--- src/rtl/core/depq_pkg.sv ---
`timescale 1ns / 1ps
// ----------------------------------------------------------------------------
// depq_pkg: shared types and codes for the double-ended priority queue
// Holds the item and result beat layouts, the item kinds, the status codes
// and the command and status bundles between the controller and the datapath.
// ----------------------------------------------------------------------------
package depq_pkg;

    localparam logic [1:0] KIND_INSERT = 2'd0;
    localparam logic [1:0] KIND_CLOSE  = 2'd1;
    localparam logic [1:0] KIND_FINISH = 2'd2;

    localparam logic [1:0] ST_OK     = 2'd0;
    localparam logic [1:0] ST_FULL   = 2'd1;
    localparam logic [1:0] ST_EMPTY  = 2'd2;
    localparam logic [1:0] ST_SINGLE = 2'd3;

    typedef struct packed {
        logic [1:0]  kind;
        logic [31:0] value;
    } t_item;

    typedef struct packed {
        logic [31:0] spread;
        logic [63:0] running_total;
        logic [1:0]  status;
    } t_result;

    typedef enum logic [1:0] {
        RD_HEAD,
        RD_LAST,
        RD_SRC
    } t_rd_sel;

    typedef enum logic [1:0] {
        WR_NONE,
        WR_VALUE,
        WR_RDATA
    } t_wr_sel;

    typedef struct packed {
        logic       load;
        logic       emit;
        logic [1:0] status;
        logic       pop;
        logic       flush;
        logic       clr_total;
        logic       ins_done;
        logic       step;
        logic       cap_min;
        t_rd_sel    rd_sel;
        t_wr_sel    wr_sel;
    } t_dp_cmd;

    typedef struct packed {
        logic full;
        logic cnt_zero;
        logic cnt_one;
        logic left_zero;
        logic gt;
    } t_dp_stat;

endpackage

--- src/rtl/core/depq_ctrl.sv ---
`timescale 1ns / 1ps
// ----------------------------------------------------------------------------
// depq_ctrl: controller of the double-ended priority queue
// Decodes each accepted item and sequences the insertion shift and the
// two reads of a close-day item.
// ----------------------------------------------------------------------------
module depq_ctrl (
    input  logic               i_clk,
    input  logic               i_rst_n,
    input  logic               i_start,
    input  logic [1:0]         i_kind,
    input  depq_pkg::t_dp_stat i_stat,
    output logic               o_busy,
    output depq_pkg::t_dp_cmd  o_cmd
);
    import depq_pkg::*;

    typedef enum logic [2:0] {
        S_IDLE,
        S_INS_RD,
        S_INS_CMP,
        S_CL_MIN,
        S_CL_MAX
    } t_state;

    t_state  r_state;
    t_state  n_state;
    t_dp_cmd cmd;

    always_comb begin
        n_state       = r_state;
        cmd           = '0;
        cmd.rd_sel    = RD_HEAD;
        cmd.wr_sel    = WR_NONE;
        cmd.status    = ST_OK;
        unique case (r_state)
            S_IDLE: begin
                if (i_start) begin
                    cmd.load = 1'b1;
                    case (i_kind)
                        KIND_INSERT: begin
                            if (i_stat.full) begin
                                cmd.emit   = 1'b1;
                                cmd.status = ST_FULL;
                            end else begin
                                n_state = S_INS_RD;
                            end
                        end
                        KIND_CLOSE: begin
                            if (i_stat.cnt_zero) begin
                                cmd.emit   = 1'b1;
                                cmd.status = ST_EMPTY;
                            end else if (i_stat.cnt_one) begin
                                cmd.emit   = 1'b1;
                                cmd.status = ST_SINGLE;
                                cmd.flush  = 1'b1;
                            end else begin
                                n_state = S_CL_MIN;
                            end
                        end
                        KIND_FINISH: begin
                            cmd.emit      = 1'b1;
                            cmd.flush     = 1'b1;
                            cmd.clr_total = 1'b1;
                        end
                        default: begin
                            cmd.emit = 1'b1;
                        end
                    endcase
                end
            end
            S_INS_RD: begin
                if (i_stat.left_zero) begin
                    cmd.wr_sel   = WR_VALUE;
                    cmd.ins_done = 1'b1;
                    cmd.emit     = 1'b1;
                    n_state      = S_IDLE;
                end else begin
                    cmd.rd_sel = RD_SRC;
                    n_state    = S_INS_CMP;
                end
            end
            S_INS_CMP: begin
                if (i_stat.gt) begin
                    cmd.wr_sel = WR_RDATA;
                    cmd.step   = 1'b1;
                    n_state    = S_INS_RD;
                end else begin
                    cmd.wr_sel   = WR_VALUE;
                    cmd.ins_done = 1'b1;
                    cmd.emit     = 1'b1;
                    n_state      = S_IDLE;
                end
            end
            S_CL_MIN: begin
                cmd.cap_min = 1'b1;
                cmd.rd_sel  = RD_LAST;
                n_state     = S_CL_MAX;
            end
            S_CL_MAX: begin
                cmd.pop  = 1'b1;
                cmd.emit = 1'b1;
                n_state  = S_IDLE;
            end
            default: begin
                n_state = S_IDLE;
            end
        endcase
    end

    always_ff @(posedge i_clk) begin
        if (!i_rst_n) begin
            r_state <= S_IDLE;
        end else begin
            r_state <= n_state;
        end
    end

    assign o_busy = (r_state != S_IDLE);
    assign o_cmd  = cmd;

    a_insert_busy: assert property (@(posedge i_clk) disable iff (!i_rst_n)
        (r_state == S_IDLE && i_start && i_kind == KIND_INSERT && !i_stat.full)
        |=> o_busy)
        else $error("insert accepted without entering the shift sequence");

endmodule

--- config.mk ---
export PLATFORM = sky130hd
export DESIGN_NAME = depq_ctrl
export DESIGN_NICKNAME = d
export VERILOG_FILES = /design/src/rtl/core/depq_pkg.sv /design/src/rtl/core/depq_ctrl.sv
export SDC_FILE = /design/constraint.sdc
export NUM_CORES = 1
export LEC_CHECK = 0
export ABC_AREA = 1
export BUFFER_PORTS_ARGS = -buffer_cell sky130_fd_sc_hd__buf_4
export CORE_AREA = 2 2 39 41
export DETAILED_ROUTE_END_ITERATION = 10
export DIE_AREA = 0 0 41 43
export GPL_TIMING_DRIVEN = 0
export PLACE_DENSITY = 0.61
export SETUP_SLACK_MARGIN = 0.2
export SLEW_MARGIN = 10
export SYNTH_ARGS = -nofsm -noshare
export SYNTH_HDL_FRONTEND = slang
export SYNTH_SLANG_ARGS = --single-unit
export TNS_END_PERCENT = 10
--- constraint.sdc ---
create_clock -name i_clk -period 1 [get_ports i_clk]
set_input_delay 0.05 -clock i_clk [delete_from_list [all_inputs] [get_ports i_clk]]
set_output_delay 0.05 -clock i_clk [all_outputs]
set_load 0.02 [all_outputs]
==> results of run 1 <==
==> cell usage after synthesis (all sizes together) <==
cell     n
nor2    11
nor4     3
ha       3
o21ai    2
inv     14
nand3    3
dfxtp    3
nand2   11
a21oi    1
nor3     2
buf      1
nand4    3
o211ai   1
==> cell type report <==
cell class	count	area, sq um	area share
plain buffers	1	7.507	0.01010
clock buffers	4	26.28	0.03535
inverters	14	62.56	0.08418
multi-input cells	40	299.0	0.4024
flip-flops and latches	3	68.82	0.09259
well taps	16	20.02	0.02694
repair buffers	30	259.0	0.3485
==> worst register-to-register path: stages, from the launching register on <==
cell	delay (ns)
dfxtp_4	0.36
inv_4	0.07
nand3_4	0.08
buf_4	0.15
inv_2	0.05
nand2_1	0.04
nand2_1	0.05
nand2_1	0.06
nor2_2	0.07
==> routing by layer <==
layer,GRT usage,up-vias
met4,0.1000,0
met2,0.2313,24
met3,0.03141,2
li1,-,252
met1,0.1369,213
met5,0,-
==> per-stage QoR <==
step	power (uW)	setup slack (ns)	cells	area, sq um	TNS, ns
final	688.1	-0.1968	108	743.2	-2.148
after floorplan	319.0	-0.09834	58	406.6	-0.3273
after CTS	693.6	-0.2194	108	732.0	-2.424
after detailed placement	424.0	-0.1769	98	606.8	-0.5508
after global placement	421.2	-0.1701	98	606.8	-0.4387
after global routing	751.2	-0.2702	108	743.2	-3.310
==> worst max path at each step <==
stage	start	endpoint	slack, ns
6_report	r_state[2]	o_cmd[5]	-0.20
5_1_grt	r_state[0]	o_cmd[8]	-0.27
4_1_cts	r_state[0]	o_cmd[8]	-0.22
3_5_place_dp	i_kind[1]	o_cmd[12]	-0.18
3_3_place_gp	i_kind[1]	o_cmd[12]	-0.17
2_1_floorplan	r_state[0]	o_cmd[10]	-0.1
==> repair_timing <==
item | CTS | global route
hold buffers | 0 | 0
gates resized for setup | 14 | 4
setup buffers | 6 | 0
setup endpoints to repair | 18 | 18
pin swaps | 4 | 2
==> report_power, final <==
group | switching (uW) | internal [uW] | total [uW]
combinational | 182 | 163 | 345
sequential | 10.6 | 125 | 136
clock | 58.4 | 149 | 208
==> cells by family (layout without fill, tap and decap cells) <==
kind of cell    after synthesis  after routing
flops                         3              3
fa+ha+maj                     3              3
compound gates                4              4
buf+inv                      15             49
simple gates                 33             33
==> metrics.yaml, run 1 <==
worst_setup_path:
  worstSetupStartpointType: "flop"
  critPathKind: "flop to primary output"
  cp_data_arrival_time_ns: 1.15
  cpPeakStageDelay_ns: 0.35
  r2r_setup_slack_ns: 0
  worstPathRequired_ns: 0.95
  cp_num_buf_inv: 2
  r2r-end: "r_state[1]"
  crit_fanout: 4
  r2r_start: "r_state[0]"
  path_depth: 3
  cp_common_cell: "buf_4"
  crit_family: "flip-flops"
  worstSetupEndpointType: "primary output"
  cp_slowest_cell: "dfxtp_4"
  crit_chain: "buf_4 > nor4_2 > buf_4"
  rr_worst_depth: 8
clocking:
  htree_levels: 1
  clock_path_buffers: 2
  cts_tree: "done"
  clock-root-buffer: "clkbuf_4"
  clock_sinks: 3
  clk_latency_ns: 0.23
  cts_buffers: 3
  clk_pin_slew_ns: 0.04
final_layout:
  antenna_cells: 0
  area_growth_pct: 110.6
  largest_reg_flops: 3
  top_register: "r_state"
  fill_cells: 141
  final_cell_mix: "buf_4 (22), inv_1 (9), buf_6 (9)"
  top_regs: "r_state x3"
  drive_above_1_share: 0.6630
  finish.utilization: 0.5371
  fin_nets: 106
  final_common_cell: "buf_4"
power_and_ir_drop:
  p_leak_uw: 0.0003840
  peakVddDrop_uv: 634.9
  power_density_nw_per_um2: 925.8
logic_synthesis:
  yosysTopAreaCell: "dfxtp_1"
  yosys-top-cells-area: "dfxtp_1 (17%), ha_1 (11%), nand2_1 (11%), inv_1 (9.6%), nor2_1 (8.5%)"
  syn_area_sq_um: 352.8
  synthAdderAreaFrac: 0.1064
  yosysWarnings: 0
  netlist_instances: 58
  ys_ff_latch: 3
  ys_seq_area_frac: 0.1702
  avgSynthCellArea_sq_um: 6.083
  synth_simple_gate_area_frac: 0.4894
  synth.area.mux_share: 0
  synth_top_area_share: 0.1702
  synth_top_family_by_area: "simple AND/OR/NAND/NOR gates"
  synth-xor-area-share: 0
  syn-num-nets: 71
  yosysUniqueCellTypes: 19
  synth-compound-area-share: 0.06383
timing:
  fin_skew_ns: 0.001321
  hold_slack_ns: 0.04684
  slew_headroom: 0.7446
  fmax_mhz: 835.6
  rsz0062_at_grt: "yes"
  slew_violations: 0
  post-route-period-util: 1.197
  min_period_ns: 1.197
  setup_slack_ns: -0.1968
  tightestPinTransition_ns: 0.3791
  setup_viol: 15
  hold_viol: 0
drt:
  wl_met2_microns: 551
  vias: 491
  routedWlPerCell_microns: 9.389
  ant_nets: 0
  drt_pre_antenna_iters: 4
  remaining_drc_errors: 0
  drt_iter0_drc: 8
  highest_layer: "met4"
  wl_met1_microns: 372
  met3_wirelength_microns: 71
  wl_microns: 1014
  routed_via_density: 4.546
global_routing:
  grt_pass1_wl_microns: 1676
  gr-total-overflow: 0
  antenna_found_initial: 0
  grt_pass1_vias: 446
  grt_max_degree: 6
  grtUsageTotal: 0.1381
status:
  status: "finished with violations"
  violations: "negative setup slack"
placement:
  io_buffers: 24
  place_congestion: 0.6473
  dp_hpwl_microns: 795.1
hold_path:
  min_to: "r_state[0]"
  hold_class: "input port to flop"
  worstHoldStart: "i_rst_n"
  hold_depth: 3
job:
  maxCapViolations: 0
die:
  die_y_microns: 43
  core_sq_um: 1384
  initial_core_util: 0.2550
  io_pins: 25
  die_x_microns: 41
  die_area_sq_um: 1763
  num_rows: 14
Note: power is estimated with default switching activity, not from simulation.
==> inputs of run 2 (changes only) <==
- PLACE_DENSITY: 0.61 -> 0.59
- clock period: 1 -> 1.15 ns (I/O delays scaled with it)
==> metrics.yaml, run 2 (same netlist as run 1, synthesis figures left out) <==
status:
  status: "finished with violations"
  violations: "negative setup slack"
timing:
  fmax_mhz: 816.1
  post-route-period-util: 1.066
  rsz0062_at_grt: "yes"
  fin_skew_ns: 0.002296
  hold_viol: 0
  tightestPinTransition_ns: 0.2555
  min_period_ns: 1.225
  slew_headroom: 0.8285
  setup_slack_ns: -0.07534
  slew_violations: 0
  hold_slack_ns: 0.06472
  setup_viol: 9
clocking:
  clock_path_buffers: 2
  clock_sinks: 3
  cts_buffers: 3
  htree_levels: 1
  clock-root-buffer: "clkbuf_4"
  clk_latency_ns: 0.23
  clk_pin_slew_ns: 0.04
  cts_tree: "done"
  ctsHoldBuffers: 0
power_and_ir_drop:
  p_leak_uw: 0.0003931
  peakVddDrop_uv: 455.2
  power_density_nw_per_um2: 814.1
global_routing:
  antenna_found_initial: 0
  gr-total-overflow: 0
  grt_pass1_wl_microns: 1725
  grtUsageTotal: 0.1434
  grt_max_degree: 8
  grt_pass1_vias: 463
final_layout:
  final_cell_mix: "buf_4 (30), inv_1 (9), nand2_1 (9)"
  drive_above_1_share: 0.6042
  largest_reg_flops: 3
  fin_nets: 110
  final_common_cell: "buf_4"
  antenna_cells: 0
  area_growth_pct: 100.7
  top_regs: "r_state x3"
  top_register: "r_state"
die:
  die_x_microns: 41
  core_sq_um: 1384
  initial_core_util: 0.2550
  die_y_microns: 43
  die_area_sq_um: 1763
  num_rows: 14
  io_pins: 25
drt:
  drt_pre_antenna_iters: 4
  ant_nets: 0
  remaining_drc_errors: 0
  wl_microns: 1054
  routedWlPerCell_microns: 9.411
  routed_via_density: 4.402
  vias: 493
  drt_iter0_drc: 12
worst_setup_path:
  worstSetupEndpointType: "primary output"
  r2r_start: "r_state[0]"
  worstPathRequired_ns: 1.09
  crit_chain: "inv_4 > buf_4 > nor3_1 > buf_4"
  crit_family: "flip-flops"
  r2r_setup_slack_ns: 0.15
  cp_num_buf_inv: 3
  cpPeakStageDelay_ns: 0.37
  rr_worst_depth: 8
  cp_common_cell: "buf_4"
  cp_slowest_cell: "dfxtp_4"
  cp_data_arrival_time_ns: 1.17
  startpoint: "r_state[0]"
  r2r-end: "r_state[1]"
  endpoint: "o_cmd[4]"
  path_depth: 4
  critPathKind: "flop to primary output"
  worstSetupStartpointType: "flop"
  crit_fanout: 5
job:
  maxCapViolations: 0
placement:
  place_congestion: 0.7710
  pre_cts_slack_ns: 0.007690
  dp_hpwl_microns: 749.9
  io_buffers: 24
hold_path:
  hold_class: "input port to flop"
## run 2: changes by cell type in the layout (fill, tap and decap cells not counted), sizes merged
cell | previous run | this run
buf | 31 | 35
## run 2: tightest hold or removal path, stage by stage
cell,delay (ns)
buf_4,0.08
nand2_1,0.05
nor2_2,0.06
## run 2: layout make-up
class                      instances  area (sq um)
clock buffer                       4         26.28
buffer                             1         7.507
multi-input combinational         40         251.5
inverter                          14         60.06
timing repair buffer              34         274.0
tap                               16         20.02
sequential                         3         68.82
fill                             151         675.6
## run 2: repair_timing
action,in CTS,in global routing
buffers inserted,8,2
gates resized for setup,9,8
setup endpoints to repair,17,18
pin swaps,4,2
hold endpoints to repair,0,0
## run 2: report_power, final
group | internal, uW | switching (uW) | total, uW | leakage (uW)
clock network | 130 | 49.0 | 179 | 0.0000150
registers | 109 | 8.54 | 117 | 0.0000264
logic | 136 | 145 | 280 | 0.000352
total | 374 | 202 | 577 | 0.000393
## run 2: how the worst min path moves through the flow
| stage | from | endpoint | slack [ns] | cells past startpoint |
|---|---|---|---|---|
| 6_report | i_rst_n | r_state[0] | 0.06 | 3 |
| 3_3_place_gp | i_rst_n | r_state[0] | 0.30 | 3 |
| 5_1_grt | i_rst_n | r_state[0] | 0.09 | 3 |
| 4_1_cts | i_rst_n | r_state[0] | 0.06 | 3 |
| 2_1_floorplan | i_rst_n | r_state[0] | 0.19 | 2 |
| 3_5_place_dp | i_rst_n | r_state[0] | 0.30 | 3 |
## run 2: stage by stage
step | total power, uW | setup TNS [ns] | util | cell area, sq um | cells
finish | 576.5 | -0.3233 | 0.5118 | 708.2 | 112
global route | 623.2 | -1.094 | 0.5118 | 708.2 | 112
CTS | 573.1 | -0.4855 | 0.4837 | 669.4 | 110
detailed placement | 348.5 | 0 | 0.4051 | 560.5 | 98
global placement | 346.8 | 0 | 0.4051 | 560.5 | 98
floorplan | 257.9 | -0.01095 | - | 360.3 | 58
## run 2: routing by layer
layer  track usage  wire length [microns]  vias to the layer above
met3       0.03665                     57                        0
met1        0.1506                    403                      216
met2        0.2438                    594                       14
met5             0                      0                        -
li1              -                      -                      263
met4       0.07333                      0                        0
